<file path="src/bmpd_pkg.sv">
// Shared constants and types for the BMP stream pixel decoder.
// No dependencies; compiled first.
package bmpd_pkg;

  localparam int unsigned MAX_DIM = 16384;

  localparam int unsigned BYTE_W   = 8;
  localparam int unsigned STATUS_W = 3;
  localparam int unsigned COORD_W  = 14;
  localparam int unsigned DIM_W    = 15;
  localparam int unsigned POS_W    = 32;

  localparam logic [15:0] BM_SIGNATURE = 16'h4D42;
  localparam logic [15:0] DEPTH_24     = 16'd24;
  localparam logic [15:0] DEPTH_32     = 16'd32;
  localparam logic [31:0] HEADERS_LEN  = 32'd54;
  localparam logic [7:0]  ALPHA_OPAQUE = 8'd255;

  // Byte positions at which header fields complete
  localparam logic [POS_W-1:0] POS_SIGNATURE = 32'd1;
  localparam logic [POS_W-1:0] POS_OFFSET    = 32'd13;
  localparam logic [POS_W-1:0] POS_WIDTH     = 32'd21;
  localparam logic [POS_W-1:0] POS_HEIGHT    = 32'd25;
  localparam logic [POS_W-1:0] POS_BITCOUNT  = 32'd29;
  localparam logic [POS_W-1:0] POS_COMPRESS  = 32'd33;
  localparam logic [POS_W-1:0] POS_HDR_LAST  = 32'd53;

  typedef logic [STATUS_W-1:0] status_t;
  localparam status_t ST_HDR_OK       = 3'd0;
  localparam status_t ST_PIXEL        = 3'd1;
  localparam status_t ST_BAD_SIG      = 3'd2;
  localparam status_t ST_COMPRESSED   = 3'd3;
  localparam status_t ST_BAD_DEPTH    = 3'd4;
  localparam status_t ST_OFFSET_SMALL = 3'd5;
  localparam status_t ST_TOO_LARGE    = 3'd6;

  typedef enum logic [2:0] {
    PH_HEADER,
    PH_SKIP,
    PH_PIXEL,
    PH_PAD,
    PH_DONE
  } phase_t;

endpackage

</file>
<file path="src/bmpd_if.sv">
// Handshake channel interfaces for the BMP stream pixel decoder.
// Depends on bmpd_pkg for field widths.
interface bmpd_in_if import bmpd_pkg::*; ();
  logic              valid;
  logic              ready;
  logic [BYTE_W-1:0] data_byte;
  logic              first_byte;

  modport source (output valid, data_byte, first_byte, input ready);
  modport sink   (input valid, data_byte, first_byte, output ready);
endinterface

interface bmpd_out_if import bmpd_pkg::*; ();
  logic               valid;
  logic               ready;
  logic [STATUS_W-1:0] status;
  logic [BYTE_W-1:0]  red;
  logic [BYTE_W-1:0]  green;
  logic [BYTE_W-1:0]  blue;
  logic [BYTE_W-1:0]  alpha;
  logic [COORD_W-1:0] pix_x;
  logic [COORD_W-1:0] pix_y;
  logic               last_pixel;
  logic [DIM_W-1:0]   image_width;
  logic [DIM_W-1:0]   image_height;

  modport source (output valid, status, red, green, blue, alpha, pix_x, pix_y,
                  last_pixel, image_width, image_height, input ready);
  modport sink   (input valid, status, red, green, blue, alpha, pix_x, pix_y,
                  last_pixel, image_width, image_height, output ready);
endinterface

interface bmpd_cfg_if ();
  logic valid;
  logic ready;
  logic data;

  modport source (output valid, data, input ready);
  modport sink   (input valid, data, output ready);
endinterface

</file>
<file path="src/bmp_stream_pixel_decoder.sv">
// BMP stream pixel decoder: header parse, skip to pixel data, RGBA output.
// Depends on bmpd_pkg and the channel interfaces in bmpd_if.sv.
//
// An accepted byte's result is registered in the output register, and all parse
// state updates on that byte. One byte per cycle unless the output stalls.
// Reset (rst, synchronous): parser back to header phase, output empty,
// black_transparent set to 1. Config writes are always taken (ready tied high).
module bmp_stream_pixel_decoder import bmpd_pkg::*; (
  input  logic       clk,
  input  logic       rst,
  bmpd_cfg_if.sink   cfg,
  bmpd_in_if.sink    in_bytes,
  bmpd_out_if.source results
);

  // ---------------------------------------------------------------------------
  // Parse state
  // ---------------------------------------------------------------------------
  phase_t            phase, phase_next;
  logic [POS_W-1:0]  byte_position, byte_position_next;
  logic [31:0]       header_shift, header_shift_next;
  logic [31:0]       data_offset, data_offset_next;
  logic [DIM_W-1:0]  width_reg, width_reg_next;
  logic [DIM_W-1:0]  height_reg, height_reg_next;
  logic              four_bytes_mode, four_bytes_mode_next;
  logic [23:0]       pixel_bytes, pixel_bytes_next;
  logic [1:0]        byte_in_pixel, byte_in_pixel_next;
  logic [COORD_W-1:0] column_count, column_count_next;
  logic [COORD_W-1:0] row_count, row_count_next;
  logic [1:0]        pad_count, pad_count_next;
  logic              depth_bad, depth_bad_next;
  logic              too_large, too_large_next;
  logic              black_transparent;

  // Output register
  logic               out_valid;
  status_t            out_status;
  logic [BYTE_W-1:0]  out_red, out_green, out_blue, out_alpha;
  logic [COORD_W-1:0] out_pix_x, out_pix_y;
  logic               out_last;
  logic [DIM_W-1:0]   out_width, out_height;

  // Result of the byte being accepted
  logic               res_valid;
  status_t            res_status;
  logic [BYTE_W-1:0]  res_red, res_green, res_blue, res_alpha;
  logic               res_last;
  logic [DIM_W-1:0]   res_width, res_height;

  // ---------------------------------------------------------------------------
  // Handshake: a byte may enter whenever the output register is empty or
  // is being drained in the same cycle.
  // ---------------------------------------------------------------------------
  logic in_fire;
  assign in_bytes.ready = !out_valid || results.ready;
  assign in_fire        = in_bytes.valid && in_bytes.ready;
  assign cfg.ready      = 1'b1;

  // ---------------------------------------------------------------------------
  // Restart view: first_byte makes this byte see freshly cleared state.
  // ---------------------------------------------------------------------------
  logic               first;
  logic [BYTE_W-1:0]  d;
  phase_t             ph;
  logic [POS_W-1:0]   pos;
  logic [31:0]        hs_shift, do_base;
  logic [DIM_W-1:0]   w_base, h_base;
  logic               four_base, depth_bad_base, too_large_base;
  logic [23:0]        pb_base;
  logic [1:0]         bip_base, pad_base;
  logic [COORD_W-1:0] col_base, row_base;

  assign first          = in_bytes.first_byte;
  assign d              = in_bytes.data_byte;
  assign ph             = first ? PH_HEADER : phase;
  assign pos            = first ? '0 : byte_position;
  assign hs_shift       = {d, (first ? 24'd0 : header_shift[31:8])};
  assign do_base        = first ? '0 : data_offset;
  assign w_base         = first ? '0 : width_reg;
  assign h_base         = first ? '0 : height_reg;
  assign four_base      = first ? 1'b0 : four_bytes_mode;
  assign depth_bad_base = first ? 1'b0 : depth_bad;
  assign too_large_base = first ? 1'b0 : too_large;
  assign pb_base        = first ? '0 : pixel_bytes;
  assign bip_base       = first ? '0 : byte_in_pixel;
  assign pad_base       = first ? '0 : pad_count;
  assign col_base       = first ? '0 : column_count;
  assign row_base       = first ? '0 : row_count;

  // ---------------------------------------------------------------------------
  // Decode helpers
  // ---------------------------------------------------------------------------
  logic          sig_bad;
  logic          dim_positive, dim_big;
  logic [15:0]   bit_count;
  status_t       hdr_status;
  logic [1:0]    last_bip;
  logic          pix_final;
  logic [DIM_W-1:0] col_inc, row_inc;
  logic          row_end, last_pix;
  logic [1:0]    pad_load, pad_dec;
  logic [POS_W-1:0] pos_inc;
  logic          skip_done;

  assign sig_bad      = hs_shift[31:16] != BM_SIGNATURE;
  assign dim_positive = !hs_shift[31] && (hs_shift != 32'd0);
  assign dim_big      = hs_shift > 32'(MAX_DIM);
  assign bit_count    = hs_shift[31:16];

  // Checks in priority order: compression, depth, offset, size
  always_comb begin
    if (hs_shift != 32'd0) begin
      hdr_status = ST_COMPRESSED;
    end else if (depth_bad_base) begin
      hdr_status = ST_BAD_DEPTH;
    end else if (do_base < HEADERS_LEN) begin
      hdr_status = ST_OFFSET_SMALL;
    end else if (too_large_base) begin
      hdr_status = ST_TOO_LARGE;
    end else begin
      hdr_status = ST_HDR_OK;
    end
  end

  assign last_bip  = four_base ? 2'd3 : 2'd2;
  assign pix_final = !(bip_base < last_bip);
  assign col_inc   = {1'b0, col_base} + 1'b1;
  assign row_inc   = {1'b0, row_base} + 1'b1;
  assign row_end   = col_inc >= w_base;
  assign last_pix  = row_end && (row_inc >= h_base);
  assign pad_load  = four_base ? 2'd0 : w_base[1:0];
  assign pad_dec   = pad_base - 2'd1;
  // Counter saturates; the wrapping +1 here matches the skip compare
  assign pos_inc   = pos + 1'b1;
  assign skip_done = pos_inc >= do_base;

  // ---------------------------------------------------------------------------
  // Next phase
  // ---------------------------------------------------------------------------
  always_comb begin
    phase_next = ph;
    case (ph)
      PH_HEADER: begin
        if (pos == POS_SIGNATURE && sig_bad) begin
          phase_next = PH_DONE;
        end else if (pos == POS_COMPRESS && hdr_status != ST_HDR_OK) begin
          phase_next = PH_DONE;
        end else if (pos == POS_HDR_LAST) begin
          if (w_base == '0 || h_base == '0) begin
            phase_next = PH_DONE;
          end else if (do_base <= HEADERS_LEN) begin
            phase_next = PH_PIXEL;
          end else begin
            phase_next = PH_SKIP;
          end
        end
      end
      PH_SKIP: begin
        if (skip_done) phase_next = PH_PIXEL;
      end
      PH_PIXEL: begin
        if (pix_final) begin
          if (last_pix) begin
            phase_next = PH_DONE;
          end else if (row_end && pad_load != 2'd0) begin
            phase_next = PH_PAD;
          end
        end
      end
      PH_PAD: begin
        if (pad_dec == 2'd0) phase_next = PH_PIXEL;
      end
      PH_DONE: phase_next = PH_DONE;
      default: phase_next = PH_DONE;
    endcase
  end

  // ---------------------------------------------------------------------------
  // Datapath and result
  // ---------------------------------------------------------------------------
  always_comb begin
    byte_position_next   = (pos == '1) ? pos : pos_inc;
    header_shift_next    = first ? '0 : header_shift;
    data_offset_next     = do_base;
    width_reg_next       = w_base;
    height_reg_next      = h_base;
    four_bytes_mode_next = four_base;
    depth_bad_next       = depth_bad_base;
    too_large_next       = too_large_base;
    pixel_bytes_next     = pb_base;
    byte_in_pixel_next   = bip_base;
    column_count_next    = col_base;
    row_count_next       = row_base;
    pad_count_next       = pad_base;

    res_valid  = 1'b0;
    res_status = ST_HDR_OK;
    res_red    = '0;
    res_green  = '0;
    res_blue   = '0;
    res_alpha  = '0;
    res_last   = 1'b0;
    res_width  = '0;
    res_height = '0;

    case (ph)
      PH_HEADER: begin
        header_shift_next = hs_shift;
        if (pos == POS_SIGNATURE) begin
          if (sig_bad) begin
            res_valid  = 1'b1;
            res_status = ST_BAD_SIG;
          end
        end else if (pos == POS_OFFSET) begin
          data_offset_next = hs_shift;
        end else if (pos == POS_WIDTH || pos == POS_HEIGHT) begin
          // Non-positive or oversized reads as zero
          if (dim_positive && dim_big) too_large_next = 1'b1;
          if (pos == POS_WIDTH) begin
            width_reg_next = (dim_positive && !dim_big) ? hs_shift[DIM_W-1:0] : '0;
          end else begin
            height_reg_next = (dim_positive && !dim_big) ? hs_shift[DIM_W-1:0] : '0;
          end
        end else if (pos == POS_BITCOUNT) begin
          four_bytes_mode_next = bit_count == DEPTH_32;
          depth_bad_next       = !(bit_count == DEPTH_24 || bit_count == DEPTH_32);
        end else if (pos == POS_COMPRESS) begin
          res_valid  = 1'b1;
          res_status = hdr_status;
          if (hdr_status == ST_HDR_OK) begin
            res_width  = w_base;
            res_height = h_base;
          end
        end
      end
      PH_PIXEL: begin
        if (!pix_final) begin
          case (bip_base)
            2'd0:    pixel_bytes_next[7:0]   = pb_base[7:0] | d;
            2'd1:    pixel_bytes_next[15:8]  = pb_base[15:8] | d;
            2'd2:    pixel_bytes_next[23:16] = pb_base[23:16] | d;
            default: pixel_bytes_next        = pb_base;
          endcase
          byte_in_pixel_next = bip_base + 2'd1;
        end else begin
          res_valid  = 1'b1;
          res_status = ST_PIXEL;
          res_blue   = pb_base[7:0];
          res_green  = pb_base[15:8];
          res_last   = last_pix;
          if (four_base) begin
            res_red   = pb_base[23:16];
            res_alpha = d;
          end else begin
            res_red   = d;
            // Pure black may be keyed out in 24-bit images
            res_alpha = (black_transparent && d == '0 && pb_base[15:0] == '0)
                      ? '0 : ALPHA_OPAQUE;
          end
          byte_in_pixel_next = '0;
          pixel_bytes_next   = '0;
          column_count_next  = col_inc[COORD_W-1:0];
          if (!last_pix && row_end) begin
            column_count_next = '0;
            row_count_next    = row_inc[COORD_W-1:0];
            pad_count_next    = pad_load;
          end
        end
      end
      PH_PAD: begin
        pad_count_next = pad_dec;
      end
      PH_SKIP, PH_DONE: begin
      end
      default: begin
      end
    endcase
  end

  // ---------------------------------------------------------------------------
  // Registers
  // ---------------------------------------------------------------------------
  always_ff @(posedge clk) begin
    if (rst) begin
      phase             <= PH_HEADER;
      byte_position     <= '0;
      header_shift      <= '0;
      data_offset       <= '0;
      width_reg         <= '0;
      height_reg        <= '0;
      four_bytes_mode   <= 1'b0;
      pixel_bytes       <= '0;
      byte_in_pixel     <= '0;
      column_count      <= '0;
      row_count         <= '0;
      pad_count         <= '0;
      depth_bad         <= 1'b0;
      too_large         <= 1'b0;
    end else if (in_fire) begin
      phase             <= phase_next;
      byte_position     <= byte_position_next;
      header_shift      <= header_shift_next;
      data_offset       <= data_offset_next;
      width_reg         <= width_reg_next;
      height_reg        <= height_reg_next;
      four_bytes_mode   <= four_bytes_mode_next;
      pixel_bytes       <= pixel_bytes_next;
      byte_in_pixel     <= byte_in_pixel_next;
      column_count      <= column_count_next;
      row_count         <= row_count_next;
      pad_count         <= pad_count_next;
      depth_bad         <= depth_bad_next;
      too_large         <= too_large_next;
    end
  end

  always_ff @(posedge clk) begin
    if (rst) begin
      black_transparent <= 1'b1;
    end else if (cfg.valid && cfg.ready) begin
      black_transparent <= cfg.data;
    end
  end

  // Output register: a new result replaces one that is leaving this cycle
  always_ff @(posedge clk) begin
    if (rst) begin
      out_valid <= 1'b0;
    end else if (in_fire) begin
      out_valid <= res_valid;
    end else if (results.ready) begin
      out_valid <= 1'b0;
    end
  end

  always_ff @(posedge clk) begin
    if (in_fire) begin
      out_status <= res_status;
      out_red    <= res_red;
      out_green  <= res_green;
      out_blue   <= res_blue;
      out_alpha  <= res_alpha;
      out_pix_x  <= (res_status == ST_PIXEL) ? col_base : '0;
      out_pix_y  <= (res_status == ST_PIXEL) ? row_base : '0;
      out_last   <= res_last;
      out_width  <= res_width;
      out_height <= res_height;
    end
  end

  assign results.valid        = out_valid;
  assign results.status       = out_status;
  assign results.red          = out_red;
  assign results.green        = out_green;
  assign results.blue         = out_blue;
  assign results.alpha        = out_alpha;
  assign results.pix_x        = out_pix_x;
  assign results.pix_y        = out_pix_y;
  assign results.last_pixel   = out_last;
  assign results.image_width  = out_width;
  assign results.image_height = out_height;

endmodule
</file>
<file path="src/flat_wrapper.sv">
// flat-port wrapper written by rule: the top's interface ports become plain ports
module bmp_stream_pixel_decoder_flat import bmpd_pkg::*;
  (clk, rst, cfg_valid, cfg_data, cfg_ready, in_bytes_valid, in_bytes_data_byte, in_bytes_first_byte, in_bytes_ready, results_valid, results_status, results_red, results_green, results_blue, results_alpha, results_pix_x, results_pix_y, results_last_pixel, results_image_width, results_image_height, results_ready);
  bmpd_cfg_if cfg_i ();
  bmpd_in_if in_bytes_i ();
  bmpd_out_if results_i ();
  input  logic clk;
  input  logic rst;
  input wire logic [$bits(cfg_i.valid)-1:0] cfg_valid;
  input wire logic [$bits(cfg_i.data)-1:0] cfg_data;
  output wire logic [$bits(cfg_i.ready)-1:0] cfg_ready;
  input wire logic [$bits(in_bytes_i.valid)-1:0] in_bytes_valid;
  input wire logic [$bits(in_bytes_i.data_byte)-1:0] in_bytes_data_byte;
  input wire logic [$bits(in_bytes_i.first_byte)-1:0] in_bytes_first_byte;
  output wire logic [$bits(in_bytes_i.ready)-1:0] in_bytes_ready;
  output wire logic [$bits(results_i.valid)-1:0] results_valid;
  output wire logic [$bits(results_i.status)-1:0] results_status;
  output wire logic [$bits(results_i.red)-1:0] results_red;
  output wire logic [$bits(results_i.green)-1:0] results_green;
  output wire logic [$bits(results_i.blue)-1:0] results_blue;
  output wire logic [$bits(results_i.alpha)-1:0] results_alpha;
  output wire logic [$bits(results_i.pix_x)-1:0] results_pix_x;
  output wire logic [$bits(results_i.pix_y)-1:0] results_pix_y;
  output wire logic [$bits(results_i.last_pixel)-1:0] results_last_pixel;
  output wire logic [$bits(results_i.image_width)-1:0] results_image_width;
  output wire logic [$bits(results_i.image_height)-1:0] results_image_height;
  input wire logic [$bits(results_i.ready)-1:0] results_ready;
  assign cfg_i.valid = cfg_valid;
  assign cfg_i.data = cfg_data;
  assign cfg_ready = cfg_i.ready;
  assign in_bytes_i.valid = in_bytes_valid;
  assign in_bytes_i.data_byte = in_bytes_data_byte;
  assign in_bytes_i.first_byte = in_bytes_first_byte;
  assign in_bytes_ready = in_bytes_i.ready;
  assign results_valid = results_i.valid;
  assign results_status = results_i.status;
  assign results_red = results_i.red;
  assign results_green = results_i.green;
  assign results_blue = results_i.blue;
  assign results_alpha = results_i.alpha;
  assign results_pix_x = results_i.pix_x;
  assign results_pix_y = results_i.pix_y;
  assign results_last_pixel = results_i.last_pixel;
  assign results_image_width = results_i.image_width;
  assign results_image_height = results_i.image_height;
  assign results_i.ready = results_ready;
  bmp_stream_pixel_decoder u_core (.clk(clk), .rst(rst), .cfg(cfg_i), .in_bytes(in_bytes_i), .results(results_i));
endmodule
</file>
<file path="config.mk">
export PLATFORM = sky130hd
export DESIGN_NAME = bmp_stream_pixel_decoder_flat
export DESIGN_NICKNAME = d
export VERILOG_FILES = /design/src/bmpd_pkg.sv /design/src/bmpd_if.sv /design/src/bmp_stream_pixel_decoder.sv /design/src/flat_wrapper.sv
export SDC_FILE = /design/constraint.sdc
export NUM_CORES = 1
export LEC_CHECK = 0
export BUFFER_PORTS_ARGS = -buffer_cell sky130_fd_sc_hd__buf_2
export CAP_MARGIN = 20
export CORE_UTILIZATION = 35
export CTS_BUF_LIST = sky130_fd_sc_hd__clkbuf_16
export DETAILED_ROUTE_END_ITERATION = 12
export GPL_ROUTABILITY_DRIVEN = 0
export PLACE_DENSITY = 0.59
export SLEW_MARGIN = 10
export SYNTH_ARGS = -nofsm -noshare
export SYNTH_HDL_FRONTEND = slang
export SYNTH_SLANG_ARGS = --single-unit
</file>
<file path="constraint.sdc">
create_clock -name clk -period 4.3 [get_ports clk]
set_clock_uncertainty 0.1 [all_clocks]
set_input_delay 0.215 -clock clk [delete_from_list [all_inputs] [get_ports clk]]
set_output_delay 0.215 -clock clk [all_outputs]
set_load 0.05 [all_outputs]
</file>
==> results of run 1 <==
-- per-stage QoR --
step | worst slack (ps) | hold WS (ps) | total power, W | instances | utilization (%)
5_1_grt | 32.3 | 93.5 | 0.00616 | 2194 | 41.0
4_1_cts | 229 | 19.9 | 0.00600 | 2194 | 41.0
3_5_place_dp | 256 | 341 | 0.00335 | 2125 | 38.2
2_1_floorplan | 62.9 | 243 | 0.00321 | 1561 | -
6_report | 260 | 49.8 | 0.00594 | 2194 | 41.0
3_3_place_gp | 293 | 340 | 0.00334 | 2125 | 38.2
-- repair_timing --
item                       CTS  global route
setup buffers                0             0
hold buffers                11             0
gates resized for setup      0             3
hold endpoints to repair    30             0
setup endpoints to repair    0             3
-- layer usage --
layer | vias to the layer above | track usage (%) | share of wire, %
met5 | - | 0 | 0
met4 | 0 | 6.85 | 3.1
met3 | 85 | 2.35 | 5.0
met2 | 371 | 32.3 | 46
met1 | 5908 | 26.5 | 45
li1 | 5853 | - | -
-- cell families after synthesis --
family / after synthesis / synth area share, %
other: 1 / 0.0265
adder cells (fa/ha/maj): 70 / 6.18
AND/OR/NAND/NOR: 694 / 24.5
XOR/XNOR: 52 / 3.22
multiplexers: 1 / 0.0707
AO/OA/AOI/OAI: 344 / 16.5
flip-flops: 276 / 45.7
buffers and inverters: 123 / 3.85
-- power groups by stage --
stage	logic (W)	registers, W	clock network (W)
after floorplan	0.000235	0.00298	0
after global placement	0.000491	0.00285	0
after detailed placement	0.000493	0.00285	0
after CTS	0.000502	0.00280	0.00270
after global routing	0.000537	0.00280	0.00282
final	0.000503	0.00280	0.00264
-- Yosys cell counts (6+ instances only) --
| cell | count | area (um^2) |
|---|---|---|
| nand2_1 | 209 | 785 |
| dfxtp_1 | 182 | 3640 |
| nor2_1 | 153 | 574 |
| a21oi_1 | 116 | 581 |
| edfxtp_1 | 94 | 2820 |
| clkbuf_1 | 77 | 289 |
| ha_1 | 70 | 876 |
| and2_1 | 69 | 432 |
| nand3_1 | 64 | 320 |
| o21ai_0 | 48 | 240 |
| nor3_1 | 37 | 185 |
| a22oi_1 | 35 | 263 |
| nor4_1 | 32 | 200 |
| a22o_1 | 30 | 263 |
| a32oi_1 | 30 | 263 |
| nand4_1 | 27 | 169 |
| nor2b_1 | 27 | 169 |
| xnor2_1 | 26 | 228 |
| xor2_1 | 26 | 228 |
| o221a_2 | 20 | 225 |
| a31oi_1 | 13 | 81.3 |
| nand2b_1 | 13 | 81.3 |
| inv_1 | 12 | 45.0 |
| buf_4 | 11 | 82.6 |
| buf_1 | 10 | 37.5 |
| and3_1 | 8 | 50.1 |
| or3_1 | 8 | 50.1 |
| buf_2 | 7 | 35.0 |
| or4_1 | 6 | 45.0 |
-- worst max-delay path: cells and delay by family, from the launching register on --
family	cells	cell delay, ps
flops	1	560
fa+ha+maj	1	330
xor+xnor	1	210
simple gates	6	1300
compound gates	7	1180
buf+inv	1	190
-- cell usage in the layout (no fill, tap or decap), drive strengths merged, types with 27 or more instances in the layout --
master    n
nand2   209
dfxtp   182
nor2    157
buf     148
a21oi   118
edfxtp   94
ha       70
and2     69
nand3    64
o21ai    53
nor3     40
nor4     37
a22oi    35
clkbuf   31
a32oi    30
a22o     30
nor2b    27
nand4    27
-- layout make-up --
| cell class | count | area, um^2 | share of cell area (%) |
|---|---|---|---|
| Timing Repair Buffer | 159 | 976 | 5.97 |
| Clock buffer | 31 | 776 | 4.75 |
| Tap cell | 525 | 657 | 4.02 |
| Sequential cell | 276 | 6470 | 39.6 |
| Inverter | 14 | 55.1 | 0.337 |
| Clock inverter | 27 | 240 | 1.47 |
| Multi-Input combinational cell | 1162 | 7170 | 43.9 |
-- path summary, 6_finish.rpt --
check                                        startpoint                        to  slack [ps]
worst min-delay path                in_bytes_first_byte  u_core.byte_position[10]          50
worst max-delay path            u_core.byte_position[3]           u_core.phase[1]         260
worst min register to register   u_core.pixel_bytes[23]    u_core.pixel_bytes[23]         360
worst max register to register  u_core.byte_position[3]           u_core.phase[1]         260
==> results.cfg, run 1 <==
[synth]
synth_cell_type_count = 82
syn_nets = 1646
yosysSeqAreaShare_pct = 45.7
syn_avg_cell_area_um2 = 9.07
syn_inst = 1561
netlist_area_mm2 = 0.0142
synth_seq_cells = 276
synth_edf_count = 94
ys.warnings.count = 0
synth-async-reset-ratio_pct = 0
dominantRegCellSynth = dfxtp_1

[placed_design]
post-dp-hpwl_um = 28300
io_buffer_count = 110
place_area_mm2 = 0.0152

[cells_and_area]
num_antenna_cells = 0
drive_above_1_share_pct = 15.0
area_delta_synth_final_pct = 15.4
nets = 1729
design_area_mm2 = 0.0163
fillers = 4021
top_regs = u_core.byte_position: 32 flops, u_core.data_offset: 32 flops

[sta]
finalMaxSlewViolations = 0
setup_viol = 0
fin_crit_sh_pct = 93.9
finalCriticalPeriod_ps = 4040
fin_setup_tns_ps = 0
hold_violations = 0
worst_pin_slew_ps = 976
max_slew_margin_pct = 34.5
fmax_mhz = 248
grt_setup_unrepaired = no

[flow_run]
maxCapViolCount = 0

[power_and_ir_drop]
leakage_nw = 6.06
switching_power_w = 0.00156
ir_worst_vdd_mv = 0.277
clkPwrFrac_pct = 44.5
pwr-share-seq_pct = 47.1
switching_share_pct = 26.2
p_per_area_mw_per_mm2 = 364
power_frac_comb_pct = 8.5
p_int_w = 0.00439

[grt]
first_global_vias = 11600
gr-total-overflow = 0
antenna_found_initial = 0
grt_max_degree = 71
grt_pass1_wl_um = 65000
grtUsageTotal_pct = 19.6

[worst_setup_path]
end_kind = register
critPathKind = reg2reg
start_kind = register
r2r_cells = 16
worstPathRequired_ps = 4620
cp_slowest_cell = dfxtp_1
cp_max_fo = 9
path_cells = nand2_1, nor4_1, buf_4, nand2_1, nor3_2, nand4_1, xor2_1, nor2_1, ha_1, a211oi_1, o211ai_1, a31oi_1, o221ai_1, a21oi_1, a21o_1, a31oi_1
cpPeakStageDelay_ps = 560
cp.arrival_ps = 4360

[clock_tree]
cts_tree = built
clk-insertion-delay-late_ps = 580
cts_buffers = 31
cts_sinks = 276
ctsRootBufferMaster = clkbuf_16
cts_max_path_buffers = 3
cts_max_level = 1
clk_pin_slew_worst_paths_ps = 60

[worst_hold_path]
holdPathStages = 4
hold_path_class = in2reg

[routing]
vias = 12200
drc_errors = 0
dr.pass1.iters = 5
wl_um = 40900
post_drt_wl_per_cell_um = 18.6
viasPerCell = 5.57
drt_iter0_drc = 938
ant_nets = 0

[floorplanning]
die_y_um = 203
io_pins = 112
dieWidth_um = 203
coreArea_mm2 = 0.0398
fp.dieArea_mm2 = 0.0413
rows = 73
initial_core_util_pct = 35.6

[run_status]
status = complete, no violations
(Power assumes the default switching activity.)
==> run 2, diff against run 1 <==
ABC_AREA = 1   (was unset)
==> run 2 against run 1 <==
Fmax rose by 5.8%. Critical endpoint is now u_core.column_count[11]. Critical path type unchanged. Power rose by 4.5%. Sequential cell count did not move.
==> results.cfg, run 2 <==
[run_status]
status = complete, no violations

[worst_setup_path]
cp_max_fo = 9
cpPeakStageDelay_ps = 330
critPathKind = reg2reg
timing.rr.start = u_core.row_count[1]
r2r-end = u_core.column_count[11]
start_kind = register
end_kind = register
worstPathRequired_ps = 4640
cp.arrival_ps = 4150
cp_slowest_cell = dfxtp_1
path_common_cell = nand2_1
rrSetupSlack_ps = 480
r2r_cells = 26

[grt]
gr-total-overflow = 0
first_global_vias = 14700
grt_max_degree = 78
antenna_found_initial = 0
grtUsageTotal_pct = 20.8
grt_pass1_wl_um = 79300

[routing]
drc_errors = 0
wl_um = 50100
dr.pass1.iters = 7
post_drt_wl_per_cell_um = 16.5
vias = 15900
viasPerCell = 5.24
drt_iter0_drc = 1729
ant_nets = 0

[synth]
synthAdderAreaFrac_pct = 5.38
ys.warnings.count = 0
synth_edf_count = 94
synth_top_area_share_pct = 22.4
syn_inst = 2315
yosysSeqAreaShare_pct = 39.8
synth_compound_area_share_pct = 14.8
synth_xor_area_share_pct = 2.26
synthTopCellsByCount = 618 x nand2_1, 286 x nor2_1, 258 x a21oi_1, 190 x inv_1, 182 x dfxtp_1
synth_area_leaders = dfxtp_1 22%, edfxtp_1 17%, nand2_1 14%
dominantRegCellSynth = dfxtp_1
synth-async-reset-ratio_pct = 0
syn_nets = 2400
post-synth-top-count-cell = nand2_1
synth-simple-area-share_pct = 29.5
syn_avg_cell_area_um2 = 7.03
synth_seq_cells = 276
netlist_area_mm2 = 0.0163
synth_top_cell_by_area = dfxtp_1
synth_cell_type_count = 49
synth_mux_area_share_pct = 0
synth_top_family_by_area = simple AND/OR/NAND/NOR gates

[cells_and_area]
final_cell_mix = 616 x nand2_1, 285 x nor2_1, 258 x a21oi_1
nets = 2486
top_regs = u_core.byte_position: 32 flops, u_core.data_offset: 32 flops
multi_input_area_mm2 = 0.00846
fillers = 4732
drive_above_1_share_pct = 11.0
regArea_mm2 = 0.00647
area_delta_synth_final_pct = 14.5
utilization_pct = 40.9
final_common_cell = nand2_1
num_antenna_cells = 0

[power_and_ir_drop]
leakage_nw = 7.84
switching_power_w = 0.00164
pwr-share-seq_pct = 44.9
p_total_w = 0.00621
ir_worst_vdd_mv = 0.336
power_frac_comb_pct = 9.7
clkPwrFrac_pct = 45.4
switching_share_pct = 26.4
p_int_w = 0.00457
p_per_area_mw_per_mm2 = 334

[floorplanning]
die_y_um = 218
rows = 78
coreArea_mm2 = 0.0456
fp.dieArea_mm2 = 0.0473
dieWidth_um = 218
initial_core_util_pct = 35.7
io_pins = 112

[clock_tree]
cts_max_path_buffers = 3
cts_sinks = 276
clk-insertion-delay-late_ps = 600
ctsRootBufferMaster = clkbuf_16
clk_pin_slew_worst_paths_ps = 60
cts_tree = built
post_cts_buffers = 0
cts_buffers = 31
cts_max_level = 1

[sta]
finalCriticalPeriod_ps = 3820
fin_crit_sh_pct = 88.8
fin_setup_tns_ps = 0
fmax_mhz = 262
finalMaxSlewViolations = 0
max_slew_margin_pct = 44.3
worst_pin_slew_ps = 836
fin_ws_ps = 481
setup_viol = 0
hold_violations = 0

[worst_hold_path]
worst_hold_path.endpoint = u_core.pixel_bytes[9]
holdPathStages = 2
worstHoldStart = rst
hold_path_class = in2reg

[placed_design]
io_buffer_count = 110
post-dp-hpwl_um = 35700
dpl_worst_slack_ps = 79.2

[flow_run]
maxCapViolCount = 0
run 2: cell types whose count changed after synthesis, sizes merged, moves of 33 or more:
cell / change
nor2: +138
a22oi: -35
a21oi: +141
nand2: +422
and2: -68
inv: +189
nand3: +70
o21ai: +97
nor4: -33
run 2: area by class of cell:
cell class / count / area share [%]
multi-input cells: 1716 / 45.4
flip-flops and latches: 276 / 34.7
repair buffers: 173 / 5.90
clock buffers: 31 / 4.17
inverters: 203 / 4.13
well taps: 600 / 4.03
clock inverters: 27 / 1.61
run 2: what timing repair did:
action,4_1_cts,5_1_grt
gates resized for setup,0,4
hold endpoints to repair,30,0
hold buffers,11,0
endpoints found under the setup margin,0,15
run 2: worst max-delay path, delay by kind of cell (launching register included):
family | cells | cell delay (ps)
simple gates | 17 | 1980
fa+ha+maj | 2 | 550
flops | 1 | 330
buf+inv | 4 | 300
xor+xnor | 1 | 210
compound gates | 2 | 180
run 2: cell families (layout without fill, tap and decap cells):
logic type / Yosys count / in the layout
buffers and inverters: 323 / 434
flip-flops: 276 / 276
AND/OR/NAND/NOR: 1145 / 1145
AO/OA/AOI/OAI: 458 / 458
adder cells (fa/ha/maj): 70 / 70
XOR/XNOR: 42 / 42
other: 1 / 1
run 2: worst max-delay path by stage:
stage                                   start                      end  slack [ps]
after floorplan           in_bytes_first_byte  u_core.column_count[11]         120
after global placement    in_bytes_first_byte   u_core.column_count[0]         180
after detailed placement  in_bytes_first_byte  u_core.column_count[11]          80
after CTS                 u_core.row_count[1]  u_core.column_count[11]         320
after global routing      u_core.row_count[1]  u_core.column_count[11]         -10
final                     u_core.row_count[1]  u_core.column_count[11]         480
run 2: stage by stage:
stage                     cell area [um^2]  instances  hold slack, ps
after floorplan                      16300       2315             215
after global placement               17400       2956             316
after detailed placement             17400       2956             317
after CTS                            18600       3025            15.2
after global routing                 18600       3026            45.9
final                                18600       3026            28.1
run 2: power by group through the flow:
stage / Sequential, W / Combinational, W / Clock, W
final: 0.00279 / 0.000602 / 0.00282
after detailed placement: 0.00284 / 0.000584 / 0
after floorplan: 0.00297 / 0.000301 / 0
after global placement: 0.00284 / 0.000578 / 0
after CTS: 0.00279 / 0.000593 / 0.00289
after global routing: 0.00279 / 0.000655 / 0.00298
run 2: metal layers:
metal / vias to the layer above / share of wire (%) / track usage (%)
li1: 7826 / - / -
met1: 7330 / 45 / 29.1
met2: 600 / 46 / 33.4
met3: 96 / 6.5 / 2.22
met4: 0 / 3.0 / 6.38
met5: - / 0 / 0
